$ cat src/slli_pkg.sv
package slli_pkg;

   localparam int VALUE_WIDTH = 32;
   localparam int COUNT_WIDTH = 5;

   localparam logic OP_INSERT = 1'b0;
   localparam logic OP_REMOVE = 1'b1;

   typedef enum logic [1:0] {
      ST_INSERTED  = 2'd0,
      ST_REMOVED   = 2'd1,
      ST_NOT_FOUND = 2'd2,
      ST_FULL      = 2'd3
   } status_type;

   // broadcast to every cell
   typedef struct packed {
      logic                   ins;
      logic                   del;
      logic [VALUE_WIDTH-1:0] value;
   } cmd_type;

   // what a cell shows its neighbors
   typedef struct packed {
      logic [VALUE_WIDTH-1:0] value;
      logic                   valid;
      logic                   take;   // cell is at or after the insert point
      logic                   seen;   // a match at this cell or to its left
   } cell_type;

endpackage

$ cat src/slli_cell.sv
module slli_cell
   import slli_pkg::*;
(
   input  logic     clock,
   input  logic     reset,
   input  cmd_type  cmd,
   input  cell_type left,
   input  cell_type right,
   output cell_type self
);

   logic [VALUE_WIDTH-1:0] value_ff, value_in;
   logic                   valid_ff, valid_in;
   logic                   greater;
   logic                   match;

   assign greater = valid_ff && ($signed(cmd.value) < $signed(value_ff));
   assign match   = valid_ff && (value_ff == cmd.value);

   assign self.value = value_ff;
   assign self.valid = valid_ff;
   assign self.take  = greater || !valid_ff;
   assign self.seen  = left.seen || match;

   always_comb begin
      value_in = value_ff;
      valid_in = valid_ff;
      if (cmd.ins && self.take) begin
         value_in = left.take ? left.value : cmd.value;
         valid_in = valid_ff || left.valid;
      end else if (cmd.del && self.seen) begin
         value_in = right.value;
         valid_in = right.valid;
      end
   end

   always_ff @(posedge clock) begin
      value_ff <= value_in;
      if (reset) begin
         valid_ff <= 1'b0;
      end else begin
         valid_ff <= valid_in;
      end
   end

endmodule

$ cat src/sorted_list_insert_remove.sv
// channel | direction | words                        | handshake
// req_    | in        | op, value                    | req_valid / req_ready
// rsp_    | out       | status, count, smallest      | rsp_valid / rsp_ready
//
// One word per cycle while req_ready is high: a word's compare and
// shift across the cell chain finishes in the cycle it is accepted;
// its result word is registered; rsp_valid rises the cycle after.
// req_ready is high while the result register is empty or being taken.
// Reset empties the list at once; entry values are not cleared.
module sorted_list_insert_remove
   import slli_pkg::*;
#(
   parameter int CAPACITY = 16
) (
   input  logic                          clock,
   input  logic                          reset,
   input  logic                          req_valid,
   output logic                          req_ready,
   input  logic                          req_op,
   input  logic signed [VALUE_WIDTH-1:0] req_value,
   output logic                          rsp_valid,
   input  logic                          rsp_ready,
   output logic [1:0]                    rsp_status,
   output logic [COUNT_WIDTH-1:0]        rsp_count,
   output logic signed [VALUE_WIDTH-1:0] rsp_smallest
);

   localparam int CW = $clog2(CAPACITY + 1);

   cell_type cells [CAPACITY];
   cell_type lefts [CAPACITY];
   cell_type rights[CAPACITY];
   cmd_type  cmd;

   logic                   accept;
   logic                   full;
   logic                   found;
   logic [CW-1:0]          count_ff, count_in;
   logic [CW+COUNT_WIDTH-1:0] count_ext;
   status_type             status_in;
   logic [VALUE_WIDTH-1:0] smallest_in;

   logic                   rsp_valid_ff;
   status_type             rsp_status_ff;
   logic [COUNT_WIDTH-1:0] rsp_count_ff;
   logic [VALUE_WIDTH-1:0] rsp_smallest_ff;

   assign req_ready = !rsp_valid_ff || rsp_ready;
   assign accept    = req_valid && req_ready;
   assign full      = cells[CAPACITY-1].valid;
   assign found     = cells[CAPACITY-1].seen;

   assign cmd.ins   = accept && (req_op == OP_INSERT) && !full;
   assign cmd.del   = accept && (req_op == OP_REMOVE) && found;
   assign cmd.value = req_value;

   genvar g;
   generate
      for (g = 0; g < CAPACITY; g++) begin : g_cell
         if (g == 0) begin : g_first
            assign lefts[g] = '{value: '0, valid: 1'b1, take: 1'b0, seen: 1'b0};
         end else begin : g_mid
            assign lefts[g] = cells[g-1];
         end
         if (g == CAPACITY - 1) begin : g_last
            assign rights[g] = '{value: '0, valid: 1'b0, take: 1'b1, seen: 1'b0};
         end else begin : g_inner
            assign rights[g] = cells[g+1];
         end
         slli_cell u_cell (
            .clock (clock),
            .reset (reset),
            .cmd   (cmd),
            .left  (lefts[g]),
            .right (rights[g]),
            .self  (cells[g])
         );
      end
   endgenerate

   always_comb begin
      count_in    = count_ff;
      status_in   = ST_NOT_FOUND;
      smallest_in = cells[0].valid ? cells[0].value : '0;
      if (req_op == OP_INSERT) begin
         if (full) begin
            status_in = ST_FULL;
         end else begin
            status_in   = ST_INSERTED;
            count_in    = count_ff + CW'(1);
            smallest_in = cells[0].take ? req_value : cells[0].value;
         end
      end else if (found) begin
         status_in = ST_REMOVED;
         count_in  = count_ff - CW'(1);
         if (cells[0].seen) begin
            smallest_in = cells[1].valid ? cells[1].value : '0;
         end
      end
   end

   assign count_ext = {{COUNT_WIDTH{1'b0}}, count_in};

   always_ff @(posedge clock) begin
      if (accept) begin
         rsp_status_ff   <= status_in;
         rsp_count_ff    <= count_ext[COUNT_WIDTH-1:0];
         rsp_smallest_ff <= smallest_in;
      end
      if (reset) begin
         rsp_valid_ff <= 1'b0;
         count_ff     <= '0;
      end else begin
         if (accept) begin
            rsp_valid_ff <= 1'b1;
            count_ff     <= count_in;
         end else if (rsp_ready) begin
            rsp_valid_ff <= 1'b0;
         end
      end
   end

   assign rsp_valid    = rsp_valid_ff;
   assign rsp_status   = rsp_status_ff;
   assign rsp_count    = rsp_count_ff;
   assign rsp_smallest = $signed(rsp_smallest_ff);

   logic [CAPACITY-1:0] valid_vec;
   logic [CAPACITY-1:0] order_ok;

   generate
      for (g = 0; g < CAPACITY; g++) begin : g_chk
         assign valid_vec[g] = cells[g].valid;
         if (g == CAPACITY - 1) begin : g_end
            assign order_ok[g] = 1'b1;
         end else begin : g_pair
            assign order_ok[g] = !(cells[g].valid && cells[g+1].valid) ||
                                 !($signed(cells[g+1].value) < $signed(cells[g].value));
         end
      end
   endgenerate

   a_count_matches_cells: assert property (@(posedge clock) disable iff (reset)
      $countones(valid_vec) == count_ff)
      else $error("count does not match occupied cells");

   a_ascending: assert property (@(posedge clock) disable iff (reset)
      &order_ok)
      else $error("stored values out of order");

   a_count_bound: assert property (@(posedge clock) disable iff (reset)
      count_ff <= CW'(CAPACITY))
      else $error("count above capacity");

   a_insert_grows: assert property (@(posedge clock) disable iff (reset)
      cmd.ins |=> count_ff == $past(count_ff) + CW'(1))
      else $error("insert did not grow the list");

   a_full_no_change: assert property (@(posedge clock) disable iff (reset)
      accept && req_op == OP_INSERT && full |=> $stable(count_ff))
      else $error("dropped insert changed the list");

endmodule
$ cat config.mk
export PLATFORM = sky130hd
export DESIGN_NAME = sorted_list_insert_remove
export DESIGN_NICKNAME = d
export VERILOG_FILES = /design/src/slli_pkg.sv /design/src/slli_cell.sv /design/src/sorted_list_insert_remove.sv
export SDC_FILE = /design/constraint.sdc
export NUM_CORES = 2
export LEC_CHECK = 0
export ABC_CLOCK_PERIOD_IN_PS = 10910
export BUFFER_PORTS_ARGS = -buffer_cell sky130_fd_sc_hd__buf_2
export CAP_MARGIN = 0
export CORE_MARGIN = 2
export CORE_UTILIZATION = 46
export CTS_CLUSTER_DIAMETER = 150
export DETAILED_ROUTE_END_ITERATION = 6
export GPL_TIMING_DRIVEN = 0
export HOLD_SLACK_MARGIN = 0.15
export PLACE_DENSITY = 0.62
export SLEW_MARGIN = 40
export SYNTH_ARGS = -nofsm -noshare
export SYNTH_HDL_FRONTEND = slang
export SYNTH_SLANG_ARGS = --single-unit
$ cat constraint.sdc
create_clock -name clock -period 10.91 [get_ports clock]
set_clock_uncertainty 0.1 [all_clocks]
set_input_delay 1.091 -clock clock [delete_from_list [all_inputs] [get_ports clock]]
set_output_delay 1.091 -clock clock [all_outputs]
set_load 0.01 [all_outputs]
==> impl_results.md <==
- Post-synthesis xor/xnor area fraction: 0.00648
- Hold depth: 2
- Run status: finished, final reports clean
- Die Footprint: 103000 um^2
- Largest family of logic cells by synthesized area: compound AO/OA/AOI/OAI gates
- Relative slew slack: 0.358
- Worst R2R Path Depth: 13
- FMAX: 142 MHz
- EDFF count, synth: 551
- GRT Resource Usage Total: 0.317
- Layout area overhead: 9.83%
- Initial DRC count: 3851
- Max Slew Vio Count: 0
- Final net count: 5493
- CTS H-tree lvls: 3
- Layout Utilization: 0.512
- Post-Route Setup TNS: 0 ps
- Pin count of the biggest net entering global routing: 44
- FF-to-FF setup slack: 5490 ps
- Clock-pin slew on the worst setup and hold paths: 60 ps
- Rows: 115
- Drt first pass iters: 6
- CTS buffer count: 72
- Layout cell share with drive strength beyond 1: 0.0903
- P_leak: 22.4 nW
- Post-CTS resize count: 0
- Hold Buf Count CTS: 0
- Most common cell after layout, fill and taps aside: edfxtp_1
- Tightest Pin Transition: 963 ps
- CP max FO: 32
- Kind of critical path: input port to flip-flop
- CTS Root Cell: clkbuf_16
- #FFs+latches synth: 573
- Clk sinks: 573
- Min-delay src: rsp_valid$_SDFFE_PP0P_
- DP Wirelength: 137 mm
- Critical-path cell list: buf_2, clkbuf_2, clkbuf_1, inv_1, ha_1, and4_1, nand4_1, nand4_2, nor4_4, buf_4, and2_0, clkbuf_1, nand2b_1, nand2_2
- Buffer count from post-CTS setup fixing: 0
- Cell Pwr Density: 125 nW/um^2
- Critical path buffers and inverters: 6
- Critical Path AT: 7130 ps
- Synth async-reset ratio: 0
- Die height: 320 um
- Minimum clock period: 7020 ps
- Vias in the first global route: 38.6k
- ANT cells: 0
- Slowest-stage cell, CP: clkbuf_1
- Die width: 320 um
- Synth Area in Adders: 0.131
- Initial antenna violation count: 1
- CP startpoint: req_value[0]
- Syn Area/Cell: 9.56 um^2
- Final Hold Vio Count: 0
- Total Wirelength: 166 mm
- Detail Route Antenna Nets: 0
- Post-Syn Instances: 4813
- Main synth FF type: edfxtp_1
- Seq/Total Area, Yosys: 0.369
- Hold Crit Class: flip-flop to flip-flop
- First-pass GRT wire length: 242 mm
- IO Count: 78
- Clk buf depth: 3
- YS warnings: 0
- Worst-Skew Late Latency: 650 ps
- Mux cell area share after synthesis: 0.137
- Commonest cells after routing, fill and taps aside: 551 x edfxtp_1, 542 x mux2i_1, 505 x inv_1
- Grt ovf: 0
- Placeable Area: 98700 um^2
- Port bufs: 76
- Fin crit share: 0.644
- Starting Density: 0.466
- Crit path depth: 14
- Compound-Gate Fraction of Synth Area: 0.165
- Critical R2R Launch: g_cell[1].u_cell.value_ff[31]$_DFFE_PP_
- Synthesized cell area: 46000 um^2
- Vias: 38.8k
- Worst EP required: 11020 ps
- Crit start category: input port
- Synth unique cells: 84
- DR WL/cell: 26.3 um
- RePlAce Congestion: 0.997
- Post-DR vias/cell: 6.14
- Max_cap viols: 0
- Synth Area in Simple Gates: 0.116
- RSZ-0062 raised after global routing: false
- Worst path max stage delay: 740 ps
- Final setup vio count: 0
- Crit path max-delay family: simple AND/OR/NAND/NOR gates
- Syn nets: 5332
- # DRC: 0
- TritonCTS clock tree: yes
- Critical path endpoint category: flip-flop
- Most used cell, CP: clkbuf_1
- VDD IR max: 0.112 mV
[stage by stage]
step	setup WS (ps)	cell area (um^2)	hold slack (ps)	cells	power, mW
after floorplan	4700	46000	386	4813	3.54
after global placement	606	48000	427	6176	4.00
after detailed placement	3550	48300	436	6186	4.03
after CTS	4210	50500	443	6314	6.34
after global routing	3820	50500	488	6315	6.57
final	3890	50500	439	6315	6.34
[registers in the layout (all words and copies together) (netlist names)]
register / flops
count_ff: 5
g_cell.u_cell.valid_ff: 16
g_cell.u_cell.value_ff: 512
rsp_count: 5
rsp_smallest: 32
rsp_status: 2
rsp_valid: 1
[synth_stat cells, types with 6 or more instances]
library cell | n | share of area
and3_1 | 75 | 0.010
a21o_1 | 67 | 0.011
a21boi_0 | 67 | 0.011
o211ai_1 | 56 | 0.0091
and2_1 | 6 | 0.00082
o21ai_1 | 71 | 0.0077
ha_1 | 482 | 0.13
nor3_1 | 81 | 0.0088
nand4_1 | 111 | 0.015
a211oi_1 | 68 | 0.011
o311a_1 | 34 | 0.0074
xnor2_1 | 16 | 0.0030
edfxtp_1 | 551 | 0.36
nor2b_1 | 21 | 0.0029
buf_2 | 100 | 0.011
and4_1 | 6 | 0.0011
dfxtp_1 | 22 | 0.0096
o21bai_1 | 7 | 0.0011
nor4_1 | 18 | 0.0024
o221ai_1 | 33 | 0.0063
a31oi_1 | 18 | 0.0024
o22ai_1 | 6 | 0.00082
nand2b_1 | 48 | 0.0065
a2111oi_0 | 6 | 0.0011
nand3_1 | 141 | 0.015
or3_1 | 9 | 0.0012
o21a_1 | 15 | 0.0024
buf_1 | 8 | 0.00065
a211o_1 | 51 | 0.0097
a21oi_1 | 342 | 0.037
nand2_1 | 318 | 0.026
o21ai_0 | 266 | 0.029
inv_1 | 507 | 0.041
nor2_1 | 171 | 0.014
o2111ai_1 | 9 | 0.0017
buf_4 | 9 | 0.0015
a221oi_1 | 6 | 0.0011
mux2i_1 | 543 | 0.12
a221o_1 | 20 | 0.0044
buf_6 | 11 | 0.0027
nand4b_1 | 31 | 0.0059
mux2_2 | 75 | 0.018
clkbuf_1 | 209 | 0.017
xor2_1 | 18 | 0.0034
[final cells by class]
cell class | count | area (um^2)
Clock buffer | 100 | 1970
Buffer | 340 | 1580
Multi-Input combinational cell | 3393 | 25700
Tap cell | 1287 | 1610
Fill cell | 9295 | 48200
Clock inverter | 28 | 200
Inverter | 507 | 1910
Timing Repair Buffer | 87 | 581
Sequential cell | 573 | 17000
[power by group]
| group | switching [mW] | leakage [nW] | total (mW) | internal (mW) |
|---|---|---|---|---|
| registers | 0.0863 | 5.34 | 2.67 | 2.58 |
| clock network | 1.01 | 1.06 | 2.32 | 1.31 |
| logic | 0.884 | 16.0 | 1.35 | 0.467 |
[final timing paths]
kind,to
setup / recovery,g_cell[15].u_cell.value_ff[4]$_SDFFCE_PN0P_
hold / removal,rsp_valid$_SDFFE_PP0P_
hold reg to reg,rsp_valid$_SDFFE_PP0P_
setup reg to reg,g_cell[0].u_cell.value_ff[9]$_DFFE_PP_
[cells by family (layout without fill, tap and decap cells)]
kind of cell,Yosys count,in the layout
AND/OR/NAND/NOR,1065,1065
adder cells (fa/ha/maj),482,482
XOR/XNOR,34,34
multiplexers,620,620
flip-flops,573,573
buffers and inverters,847,1062
AO/OA/AOI/OAI,1192,1192
[layer usage]
| layer | share of wire | vias up | wire (um) | track usage |
|---|---|---|---|---|
| met5 | 0 | - | 0 | 0 |
| met4 | 0.055 | 0 | 9180 | 0.160 |
| met3 | 0.063 | 373 | 10500 | 0.0401 |
| met2 | 0.47 | 1508 | 77700 | 0.534 |
| met1 | 0.41 | 18747 | 68600 | 0.400 |
| li1 | - | 18141 | - | - |
[worst min-delay path, cell delays in order, from the launching register on]
cell	delay, ps
dfxtp_1	300
nand2b_1	110
a21oi_1	80
No activity file was read; power rests on OpenSTA's default activity.
